==> src/sv/assert_macros.svh <==
// assertion helpers, sampled on clk_i and disabled during reset
`ifndef ASSERT_MACROS_SVH
`define ASSERT_MACROS_SVH

// property must hold at every clock edge
`define ASSERT_AT(lbl, prop, msg) \
  lbl: assert property (@(posedge clk_i) disable iff (!rst_ni) (prop)) else $error(msg);

// condition must never be seen at a clock edge
`define ASSERT_NEVER(lbl, cond, msg) \
  lbl: assert property (@(posedge clk_i) disable iff (!rst_ni) !(cond)) else $error(msg);

`endif

==> src/sv/ibrs_pkg.sv <==
package ibrs_pkg;

  localparam int unsigned DataW = 32;

  typedef logic signed [DataW-1:0] data_t;

  typedef enum logic {
    OP_START = 1'b0,
    OP_REPLY = 1'b1
  } opcode_e;

  typedef enum logic [1:0] {
    ST_REQ     = 2'd0,
    ST_DONE    = 2'd1,
    ST_NOSIGN  = 2'd2,
    ST_IGNORED = 2'd3
  } status_e;

  typedef enum logic [1:0] {
    PH_IDLE     = 2'd0,
    PH_WAIT_A   = 2'd1,
    PH_WAIT_B   = 2'd2,
    PH_WAIT_MID = 2'd3
  } phase_e;

endpackage

==> src/sv/integer_bisection_root_search_core.sv <==
// channel | direction | handshake               | payload
// --------+-----------+-------------------------+----------------------------------------
// in      | input     | in_valid_i / in_ready_o | opcode_i endpoint_a_i endpoint_b_i
//         |           |                         | func_value_i
// out     | output    | out_valid_o/out_ready_i | status_o probe_arg_o root_arg_o
//         |           |                         | root_value_o
//
// one result transaction per input transaction, one transaction per cycle sustained while out_ready_i stays high
// an item passes the input register, then the decision logic into the result register
// the sustained rate is set by the search state update, which is computed combinationally
// reset clears the phase to idle, the endpoint and value registers to zero
// a stalled result holds in the output register while one more item waits in the input register
`include "assert_macros.svh"

module integer_bisection_root_search_core (
  input  logic                 clk_i,
  input  logic                 rst_ni,
  input  logic                 in_valid_i,
  output logic                 in_ready_o,
  input  ibrs_pkg::opcode_e    opcode_i,
  input  ibrs_pkg::data_t      endpoint_a_i,
  input  ibrs_pkg::data_t      endpoint_b_i,
  input  ibrs_pkg::data_t      func_value_i,
  output logic                 out_valid_o,
  input  logic                 out_ready_i,
  output ibrs_pkg::status_e    status_o,
  output ibrs_pkg::data_t      probe_arg_o,
  output ibrs_pkg::data_t      root_arg_o,
  output ibrs_pkg::data_t      root_value_o
);
  import ibrs_pkg::*;

  // endpoints more than one apart, distance taken at 33 bits
  function automatic logic far_apart(data_t a, data_t b);
    logic signed [DataW:0] d;
    d = {b[DataW-1], b} - {a[DataW-1], a};
    return (d > 33'sd1) || (d < -33'sd1);
  endfunction

  // midpoint of a 33-bit sum, truncated toward zero
  function automatic data_t mid_of(data_t a, data_t b);
    logic signed [DataW:0] s;
    logic signed [DataW:0] h;
    s = {a[DataW-1], a} + {b[DataW-1], b};
    h = s >>> 1;
    if (s[DataW] && s[0]) begin
      h = h + 33'sd1;
    end
    return h[DataW-1:0];
  endfunction

  // f(lo) + f(hi) > 0, i.e. -f(lo) < f(hi), exact at 33 bits
  function automatic logic sum_pos(data_t a, data_t b);
    logic signed [DataW:0] s;
    s = {a[DataW-1], a} + {b[DataW-1], b};
    return !s[DataW] && (s != '0);
  endfunction

  // input register
  logic    in_valid_q;
  opcode_e in_op_q;
  data_t   in_a_q, in_b_q, in_fv_q;

  // search state
  phase_e  phase_q, phase_d;
  data_t   low_end_q, low_end_d;
  data_t   high_end_q, high_end_d;
  data_t   low_value_q, low_value_d;
  data_t   high_value_q, high_value_d;
  data_t   mid_q, mid_d;

  // result register
  logic    out_valid_q;
  status_e res_status_q, res_status_d;
  data_t   res_probe_q, res_probe_d;
  data_t   res_root_q, res_root_d;
  data_t   res_val_q, res_val_d;

  logic    fire;

  // the held item moves on when the result register is free or being emptied
  assign fire       = in_valid_q && (!out_valid_q || out_ready_i);
  assign in_ready_o = !in_valid_q || fire;

  always_comb begin
    phase_d      = phase_q;
    low_end_d    = low_end_q;
    high_end_d   = high_end_q;
    low_value_d  = low_value_q;
    high_value_d = high_value_q;
    mid_d        = mid_q;
    res_status_d = ST_IGNORED;
    res_probe_d  = '0;
    res_root_d   = '0;
    res_val_d    = '0;

    if (in_op_q == OP_START) begin
      // a start drops whatever search is running
      low_end_d    = in_a_q;
      high_end_d   = in_b_q;
      phase_d      = PH_WAIT_A;
      res_status_d = ST_REQ;
      res_probe_d  = in_a_q;
    end else begin
      case (phase_q)
        PH_WAIT_A: begin
          low_value_d  = in_fv_q;
          phase_d      = PH_WAIT_B;
          res_status_d = ST_REQ;
          res_probe_d  = high_end_q;
        end
        PH_WAIT_B: begin
          high_value_d = in_fv_q;
          phase_d      = PH_IDLE;
          if (low_value_q == '0) begin
            res_status_d = ST_DONE;
            res_root_d   = low_end_q;
          end else if (in_fv_q == '0) begin
            res_status_d = ST_DONE;
            res_root_d   = high_end_q;
          end else if ((low_value_q < 0 && in_fv_q > 0) ||
                       (in_fv_q < 0 && low_value_q > 0)) begin
            // distance and midpoint do not care about the order of the ends
            if (in_fv_q < 0) begin
              low_end_d    = high_end_q;
              high_end_d   = low_end_q;
              low_value_d  = in_fv_q;
              high_value_d = low_value_q;
            end
            if (far_apart(low_end_q, high_end_q)) begin
              mid_d        = mid_of(low_end_q, high_end_q);
              phase_d      = PH_WAIT_MID;
              res_status_d = ST_REQ;
              res_probe_d  = mid_of(low_end_q, high_end_q);
            end else begin
              // the magnitude sum is the same whichever end is low
              res_status_d = ST_DONE;
              if (sum_pos(low_value_q, in_fv_q) == (in_fv_q > 0)) begin
                res_root_d = low_end_q;
                res_val_d  = low_value_q;
              end else begin
                res_root_d = high_end_q;
                res_val_d  = in_fv_q;
              end
            end
          end else begin
            res_status_d = ST_NOSIGN;
          end
        end
        PH_WAIT_MID: begin
          phase_d = PH_IDLE;
          if (in_fv_q == '0) begin
            res_status_d = ST_DONE;
            res_root_d   = mid_q;
          end else if (in_fv_q < 0) begin
            // midpoint becomes the low end
            low_end_d   = mid_q;
            low_value_d = in_fv_q;
            if (far_apart(mid_q, high_end_q)) begin
              mid_d        = mid_of(mid_q, high_end_q);
              phase_d      = PH_WAIT_MID;
              res_status_d = ST_REQ;
              res_probe_d  = mid_of(mid_q, high_end_q);
            end else begin
              res_status_d = ST_DONE;
              if (sum_pos(in_fv_q, high_value_q)) begin
                res_root_d = mid_q;
                res_val_d  = in_fv_q;
              end else begin
                res_root_d = high_end_q;
                res_val_d  = high_value_q;
              end
            end
          end else begin
            // midpoint becomes the high end
            high_end_d   = mid_q;
            high_value_d = in_fv_q;
            if (far_apart(low_end_q, mid_q)) begin
              mid_d        = mid_of(low_end_q, mid_q);
              phase_d      = PH_WAIT_MID;
              res_status_d = ST_REQ;
              res_probe_d  = mid_of(low_end_q, mid_q);
            end else begin
              res_status_d = ST_DONE;
              if (sum_pos(low_value_q, in_fv_q)) begin
                res_root_d = low_end_q;
                res_val_d  = low_value_q;
              end else begin
                res_root_d = mid_q;
                res_val_d  = in_fv_q;
              end
            end
          end
        end
        default: begin
          // reply with no search running: flagged, state untouched
          res_status_d = ST_IGNORED;
        end
      endcase
    end
  end

  // input register
  always_ff @(posedge clk_i or negedge rst_ni) begin
    if (!rst_ni) begin
      in_valid_q <= 1'b0;
    end else if (in_ready_o) begin
      in_valid_q <= in_valid_i;
    end
  end

  always_ff @(posedge clk_i) begin
    if (in_valid_i && in_ready_o) begin
      in_op_q <= opcode_i;
      in_a_q  <= endpoint_a_i;
      in_b_q  <= endpoint_b_i;
      in_fv_q <= func_value_i;
    end
  end

  // search state, updated once per processed transaction
  always_ff @(posedge clk_i or negedge rst_ni) begin
    if (!rst_ni) begin
      phase_q      <= PH_IDLE;
      low_end_q    <= '0;
      high_end_q   <= '0;
      low_value_q  <= '0;
      high_value_q <= '0;
      mid_q        <= '0;
    end else if (fire) begin
      phase_q      <= phase_d;
      low_end_q    <= low_end_d;
      high_end_q   <= high_end_d;
      low_value_q  <= low_value_d;
      high_value_q <= high_value_d;
      mid_q        <= mid_d;
    end
  end

  // result register
  always_ff @(posedge clk_i or negedge rst_ni) begin
    if (!rst_ni) begin
      out_valid_q <= 1'b0;
    end else if (fire) begin
      out_valid_q <= 1'b1;
    end else if (out_ready_i) begin
      out_valid_q <= 1'b0;
    end
  end

  always_ff @(posedge clk_i) begin
    if (fire) begin
      res_status_q <= res_status_d;
      res_probe_q  <= res_probe_d;
      res_root_q   <= res_root_d;
      res_val_q    <= res_val_d;
    end
  end

  assign out_valid_o  = out_valid_q;
  assign status_o     = res_status_q;
  assign probe_arg_o  = res_probe_q;
  assign root_arg_o   = res_root_q;
  assign root_value_o = res_val_q;

  logic search_end;
  logic idle_reply;

  assign search_end = fire && (res_status_d != ST_REQ);
  assign idle_reply = fire && (in_op_q == OP_REPLY) && (phase_q == PH_IDLE);

  // a finished or failed search always leaves the controller idle
  `ASSERT_AT(a_end_to_idle, search_end |=> (phase_q == PH_IDLE), "search end not idle")
  // a reply with no search running is flagged as ignored
  `ASSERT_AT(a_idle_reply, idle_reply |=> (out_valid_o && status_o == ST_IGNORED), "not ignored")
  // only evaluate requests carry a probe argument
  `ASSERT_NEVER(a_probe_clean, out_valid_o && status_o != ST_REQ && probe_arg_o != '0, "stray probe")

endmodule
==> config.mk <==
export PLATFORM = sky130hd
export DESIGN_NAME = integer_bisection_root_search_core
export DESIGN_NICKNAME = d
export VERILOG_FILES = /design/src/sv/ibrs_pkg.sv /design/src/sv/integer_bisection_root_search_core.sv
export VERILOG_INCLUDE_DIRS = /design/src /design/src/sv
export SDC_FILE = /design/constraint.sdc
export NUM_CORES = 2
export LEC_CHECK = 0
export BUFFER_PORTS_ARGS = -buffer_cell sky130_fd_sc_hd__buf_2
export CAP_MARGIN = 40
export CORE_MARGIN = 10
export CORE_UTILIZATION = 30
export CTS_BUF_LIST = sky130_fd_sc_hd__clkbuf_8
export CTS_CLUSTER_DIAMETER = 120
export CTS_CLUSTER_SIZE = 25
export DETAILED_ROUTE_END_ITERATION = 6
export PLACE_DENSITY = 0.55
export SLEW_MARGIN = 10
export SYNTH_ARGS = -nofsm -noshare
export SYNTH_HDL_FRONTEND = slang
export SYNTH_SLANG_ARGS = --single-unit
==> constraint.sdc <==
create_clock -name clk_i -period 11 [get_ports clk_i]
set_input_delay 0.55 -clock clk_i [delete_from_list [all_inputs] [get_ports clk_i]]
set_output_delay 0.55 -clock clk_i [all_outputs]
set_load 0.1 [all_outputs]
### Yosys cells after proc, flatten, opt, wreduce, memory -nomap -nowiden

Cells that the tools add are included.

* mux-type cells: 96
* eq/ne operators: 21
* $mul: 0
* bitwise logic cells: 0
* $add $sub $neg: 11
* reductions and logical operators: 32
* shifts and indexed selects: 0
* divide/modulo/power cells: 0
* $lt $le $gt $ge: 10

Operators by type and width (count)
* 2-to-1 mux 32 bit: 67
* one-hot mux 32 bit (2 select lines): 6
* one-hot mux 32 bit (3 select lines): 2
* adder 32 x 32 -> 33 bit: 5
* greater-than comparator 33 x 2 -> 1 bit (second input constant): 3
* < comparator 33 x 1 -> 1 bit (second input constant): 3
* subtractor 32 x 32 -> 33 bit: 3
* adder 32 x 2 -> 32 bit (second input constant): 3
* nonzero test 33 bit: 2
* greater-than comparator 32 x 1 -> 1 bit (second input constant): 2
* zero test 32 bit: 2
* < comparator 32 x 1 -> 1 bit (second input constant): 2
* 2-to-1 mux 2 bit: 14
* != test 3 bit (second input constant): 9
* AND reduction 8 bit: 2
* != test 2 bit (second input constant): 6
* one-hot mux 2 bit (3 select lines): 2
* AND reduction 10 bit: 1
* logical AND 1 bit: 9
* AND reduction 7 bit: 1
* logical OR 1 bit: 6
* 2-to-1 mux 1 bit: 5
* AND reduction 5 bit: 1
* equality test 2 bit (second input constant): 2
* other kinds (8): 12

* bits in latches: 0
* bits in writable memories: 0
* memory bits (read-only): 0
* register bits after elaboration: 359
* output and inout bits: 100
* logic and storage cells: 186
* memories: 0
* input port bits: 101

### Longest topological paths before layout

* depth after elaboration: 10
* depth in mapped cells: 20
* gate-level depth less buffers: 17

### Worst setup path before layout

Ideal clock, no wire load.

* path kind: register -> register
* start point: register out_valid_q, in the netlist out_valid_o
* end point: register high_value_q[10]
* required time: 10.863 ns
* setup time: 0.137 ns
* stages on the path, launching flop included: 9
* setup slack: 6.258 ns
* clock period less this slack: 4.742 ns
* arrival: 4.605 ns
* buffers on the path: 2
* cells stage by stage: dfrtp_1 > nand2b_1 > nand2_1 > clkinv_1 > and4_1 > clkbuf_1 > clkbuf_1 > nor2_1 > a21oi_1

* cells in the longest elaborated chain, start to end: 4

Ends and longest elaborated chain
* from (decl): RTL line integer_bisection_root_search_core.sv:73 `logic out_valid_q;`
* from (signal assigned): RTL line integer_bisection_root_search_core.sv:243 `out_valid_q <= 1'b0;`
* from (signal assigned): RTL line integer_bisection_root_search_core.sv:245 `out_valid_q <= 1'b1;`
* from (signal assigned): RTL line integer_bisection_root_search_core.sv:247 `out_valid_q <= 1'b0;`
* zero test 1 bit: RTL line integer_bisection_root_search_core.sv:82 `assign fire = in_valid_q && (!out_valid_q || out_ready_i);`
* logical OR 1 bit: RTL line integer_bisection_root_search_core.sv:82
* logical AND 1 bit: RTL line integer_bisection_root_search_core.sv:82
* via fire: RTL line integer_bisection_root_search_core.sv:79 `logic fire;`
* AND reduction 5 bit (no source line)
* to (signal assigned): RTL line integer_bisection_root_search_core.sv:235 `high_value_q <= high_value_d;`
* to (decl): RTL line integer_bisection_root_search_core.sv:69 `data_t high_value_q, high_value_d;`

The timed path passes the listed nets, and every way through them passes these cells.
A chain may end at the register's enable or synchronous reset.

### Worst setup path in the final report

* start point: register low_end_q[12]
* end point: register res_probe_q[27], in the netlist probe_arg_o[27] (data pin)

* cells in the longest elaborated chain, start to end: 9
* elaborated cells on any way between the ends: 25
* classes of those cells: add/sub: 6; order compare: 4; mux: 11; reduce/logical: 4

Ends and longest elaborated chain
* from (decl): RTL line integer_bisection_root_search_core.sv:66 `data_t low_end_q, low_end_d;`
* from (signal assigned): RTL line integer_bisection_root_search_core.sv:232 `low_end_q <= low_end_d;`
* adder 32 x 32 -> 33 bit / subtractor 32 x 32 -> 33 bit (equally long branches): RTL line integer_bisection_root_search_core.sv:44, integer_bisection_root_search_core.sv:36
* adder 32 x 2 -> 32 bit (tied with other cells): RTL line integer_bisection_root_search_core.sv:47 `h = h + 33'sd1;`
* 2-to-1 mux 32 bit / logical OR 1 bit (equally long branches): RTL line integer_bisection_root_search_core.sv:46, integer_bisection_root_search_core.sv:37
* 2-to-1 mux 32 bit: RTL line integer_bisection_root_search_core.sv:130 `if (far_apart(low_end_q, high_end_q)) begin`
* 2-to-1 mux 32 bit: RTL line integer_bisection_root_search_core.sv:121 `end else if ((low_value_q < 0 && in_fv_q > 0) ||`
* 2-to-1 mux 32 bit: RTL line integer_bisection_root_search_core.sv:118 `end else if (in_fv_q == '0) begin`
* 2-to-1 mux 32 bit: RTL line integer_bisection_root_search_core.sv:115 `if (low_value_q == '0) begin`
* one-hot mux 32 bit (3 select lines) *: RTL line integer_bisection_root_search_core.sv:105 `case (phase_q)`
* 2-to-1 mux 32 bit *: RTL line integer_bisection_root_search_core.sv:97 `if (in_op_q == OP_START) begin`
* via res_probe_d[27]: RTL line integer_bisection_root_search_core.sv:75 `data_t res_probe_q, res_probe_d;`
* to (signal assigned): RTL line integer_bisection_root_search_core.sv:254 `res_probe_q <= res_probe_d;`
* to (decl): RTL line integer_bisection_root_search_core.sv:75

The timed path passes the listed nets; every way through them passes the cells marked *.

==> metrics.yaml <==
clock_sinks: 359
core_um2: 122000
max-clock-path-buffers: 3
cts.repair_timing.setup_buffer_count: 0
cells_resized_by_post_cts_repair: 0
grtUsageMet3_pct: 4.57
dpl.hpwl_um: 138000
route.detailed.drc: 0
synth_edf_count: 195
numCtsBuffers: 23
layout_commonest_cell: "nor2_1"
timing.final.crit_share_pct: 61.7
synth.top_cell.area_share_pct: 16.0
starting_utilization_of_the_core_area_pct: 30.2
drt_iter0_drc: 5230
required_ns: 11.43
worst_hold_path_type: "in2reg"
syn-mean-instance-area_um2: 8.13
utilization_pct: 33.5
vias: 38800
timing.critical_path.slowest_cell_delay_ns: 0.76
fillerInstances: 12900
netlist-cell-type-count: 113
achievable_frequency_mhz: 147
timing.final.crit_period_ns: 6.79
cts_htree_levels: 1
antenna_found_initial: 15
timing.critical_path.fanout_max: 19
setup_skew_ns: 0.101
syn_area_um2: 36700
grt_pass1_wl_um: 253000
synth.ff_latch_count: 359
number_of_global_route_vias_before_repair: 35800
timing.critical_path.arrival_ns: 7.22
setup_viol_count_final: 0
die_h_um: 370
postRouteAntennaNets: 0
outcome: "finished clean"
synth.top_cells.by_area: "edfxtp_1 16%, dfrtp_1 11%, ha_1 8.8%"
boundaryPins: 201
cap_violations: 0
timing.max_slew.rel_slack_pct: 34.6
clk_latency_ns: 0.79
cts.hold.buffers_added: 87
worst_setup_path_start_kind: "register"
avgViaCountPerCell: 6.18
finalNonFillerCells: 6280
total_buffers_and_inverters_traversed_by_the_critical_path: 1
yosys_warnings: 0
area_delta_synth_final_pct: 11.2
grt_util_met2_pct: 38.4
row_cnt: 128
wl_um: 177000
synth_area_leader_cell: "edfxtp_1"
critical_path.cell_chain: "inv_1, ha_1, nor2b_1, o31ai_1, a31oi_1, a21oi_1, nand3_1, a221o_1, nor4_4, or3b_1, or4_4, xor2_1, nor2b_1, o21ai_1, a21oi_1"
layout.cells.most_common_list: "411 x nor2_1, 400 x nand2_1, 390 x a21oi_1"
tritoncts_clock_tree: "built"
design.die.area_um2: 137000
netlist_instances: 4517
synth_seq_area_share_pct: 27.1
global_route.usage.total_pct: 24.5
synthArstFlopShare_pct: 45.7
critical_path.top_delay_family: "compound AO/OA/AOI/OAI gates"
grt-ovfl-total: 0
rsz0062_at_grt: "no"
path_class: "reg2reg"
buffer_ports.inserted: 200
end_kind: "register"
count_of_pins_over_their_slew_limit: 0
die_width_um: 370
clk_pin_slew_ns: 0.16
globalplace.congestion: 1.01
number_of_cells_after_detailed_placement: 6149
final_hold_viol_count: 0
fraction_of_layout_cells_with_a_size_suffix_above_1_pct: 10.3
cts_root_buf: "clkbuf_8"
drtPass1Iterations: 6
max_slew.worst_pin.slew_ns: 0.981
finalSetupTns_ns: 0
gr-usage-met1_pct: 32.9
wire_per_inst_um: 28.2
top_usage_layer: "met2"
final_net_count: 5004
grt_max_degree: 68
yosys_most_used_dff: "edfxtp_1"
slowest_stage: "ha_1"
synth_net_count: 4885
## cells by family (layout without fill, tap and decap cells)
family	after synthesis	count (layout)	share of synthesized area, %
buffers and inverters	471	607	5.16
AOI/OAI and AO/OA	1444	1444	26.5
adders and majority gates	267	267	9.27
xor gates and xnor gates	243	243	5.80
other	0	2	0
and+or+nand+nor	1550	1550	20.9
DFF	359	359	27.1
muxes	183	183	5.22
## path summary, 6_finish.rpt
kind                                  from              end  slack, ns  depth (start not counted)
max                          low_end_q[12]  probe_arg_o[27]       4.21                         15
min                        endpoint_a_i[4]        in_a_q[4]       0.03                          1
max reg2reg                  low_end_q[12]  probe_arg_o[27]       4.21                         15
min reg2reg                     in_valid_q      out_valid_o       0.55                          1
max in group asynchronous           rst_ni    high_end_q[2]       9.68                          4
min in group asynchronous           rst_ni  low_value_q[13]       0.25                          2
## through the flow
stage | cell area [um^2] | setup WS, ns | hold slack (ns)
2_1_floorplan | 36700 | 6.26 | 0.254
3_3_place_gp | 39200 | 4.45 | 0.469
3_5_place_dp | 39400 | 4.68 | 0.497
4_1_cts | 40800 | 4.64 | 0.00152
5_1_grt | 40800 | 4.02 | 0.0160
6_report | 40800 | 4.21 | 0.0302
## state kept, by name (all words and copies together) (netlist names)
| signal | count |
|---|---|
| high_end_q | 32 |
| high_value_q | 32 |
| in_a_q | 32 |
| in_b_q | 32 |
| in_fv_q | 32 |
| low_end_q | 32 |
| low_value_q | 32 |
| mid_q | 32 |
| probe_arg_o | 32 |
| root_arg_o | 32 |
| root_value_o | 32 |
| phase_q | 2 |
| status_o | 2 |
| in_op_q | 1 |
| in_valid_q | 1 |
| out_valid_o | 1 |
## layer usage
metal | vias to the layer above | share of wire [%] | routed length [um]
met5 | - | 0.050 | 88
met4 | 12 | 4.8 | 8500
met3 | 368 | 9.7 | 17300
met2 | 2160 | 44 | 77800
met1 | 19100 | 42 | 73700
li1 | 17100 | - | -
## cells in the mapped netlist, types with 30 or more instances
| library cell | n |
|---|---|
| a211oi_1 | 68 |
| a21o_1 | 81 |
| a21oi_1 | 390 |
| a31oi_1 | 65 |
| buf_2 | 66 |
| clkbuf_1 | 177 |
| dfrtp_1 | 164 |
| edfxtp_1 | 195 |
| ha_1 | 259 |
| inv_1 | 186 |
| mux2_2 | 66 |
| mux2i_1 | 115 |
| nand2_1 | 404 |
| nand2b_1 | 45 |
| nand3_1 | 141 |
| nand4_1 | 75 |
| nor2_1 | 413 |
| nor2b_1 | 66 |
| nor3_1 | 107 |
| nor4_1 | 65 |
| o211ai_1 | 67 |
| o21a_1 | 41 |
| o21ai_0 | 241 |
| o221ai_1 | 71 |
| o22ai_1 | 30 |
| o31ai_1 | 65 |
| or3_1 | 36 |
| xnor2_1 | 183 |
| xor2_1 | 60 |
## final cells by class
cell class / instances / area, um^2 / area share (%)
multi-input cells: 3687 / 24900 / 61.1
flip-flops and latches: 359 / 9960 / 24.4
repair buffers: 361 / 2540 / 6.23
well taps: 1625 / 2030 / 4.98
inverters: 204 / 771 / 1.89
clock buffers: 23 / 317 / 0.776
clock inverters: 19 / 245 / 0.601
diodes: 2 / 5.00 / 0.0123
Power is not shown: default switching activity piles up to over one toggle a cycle in this logic, so the estimate is an artifact.
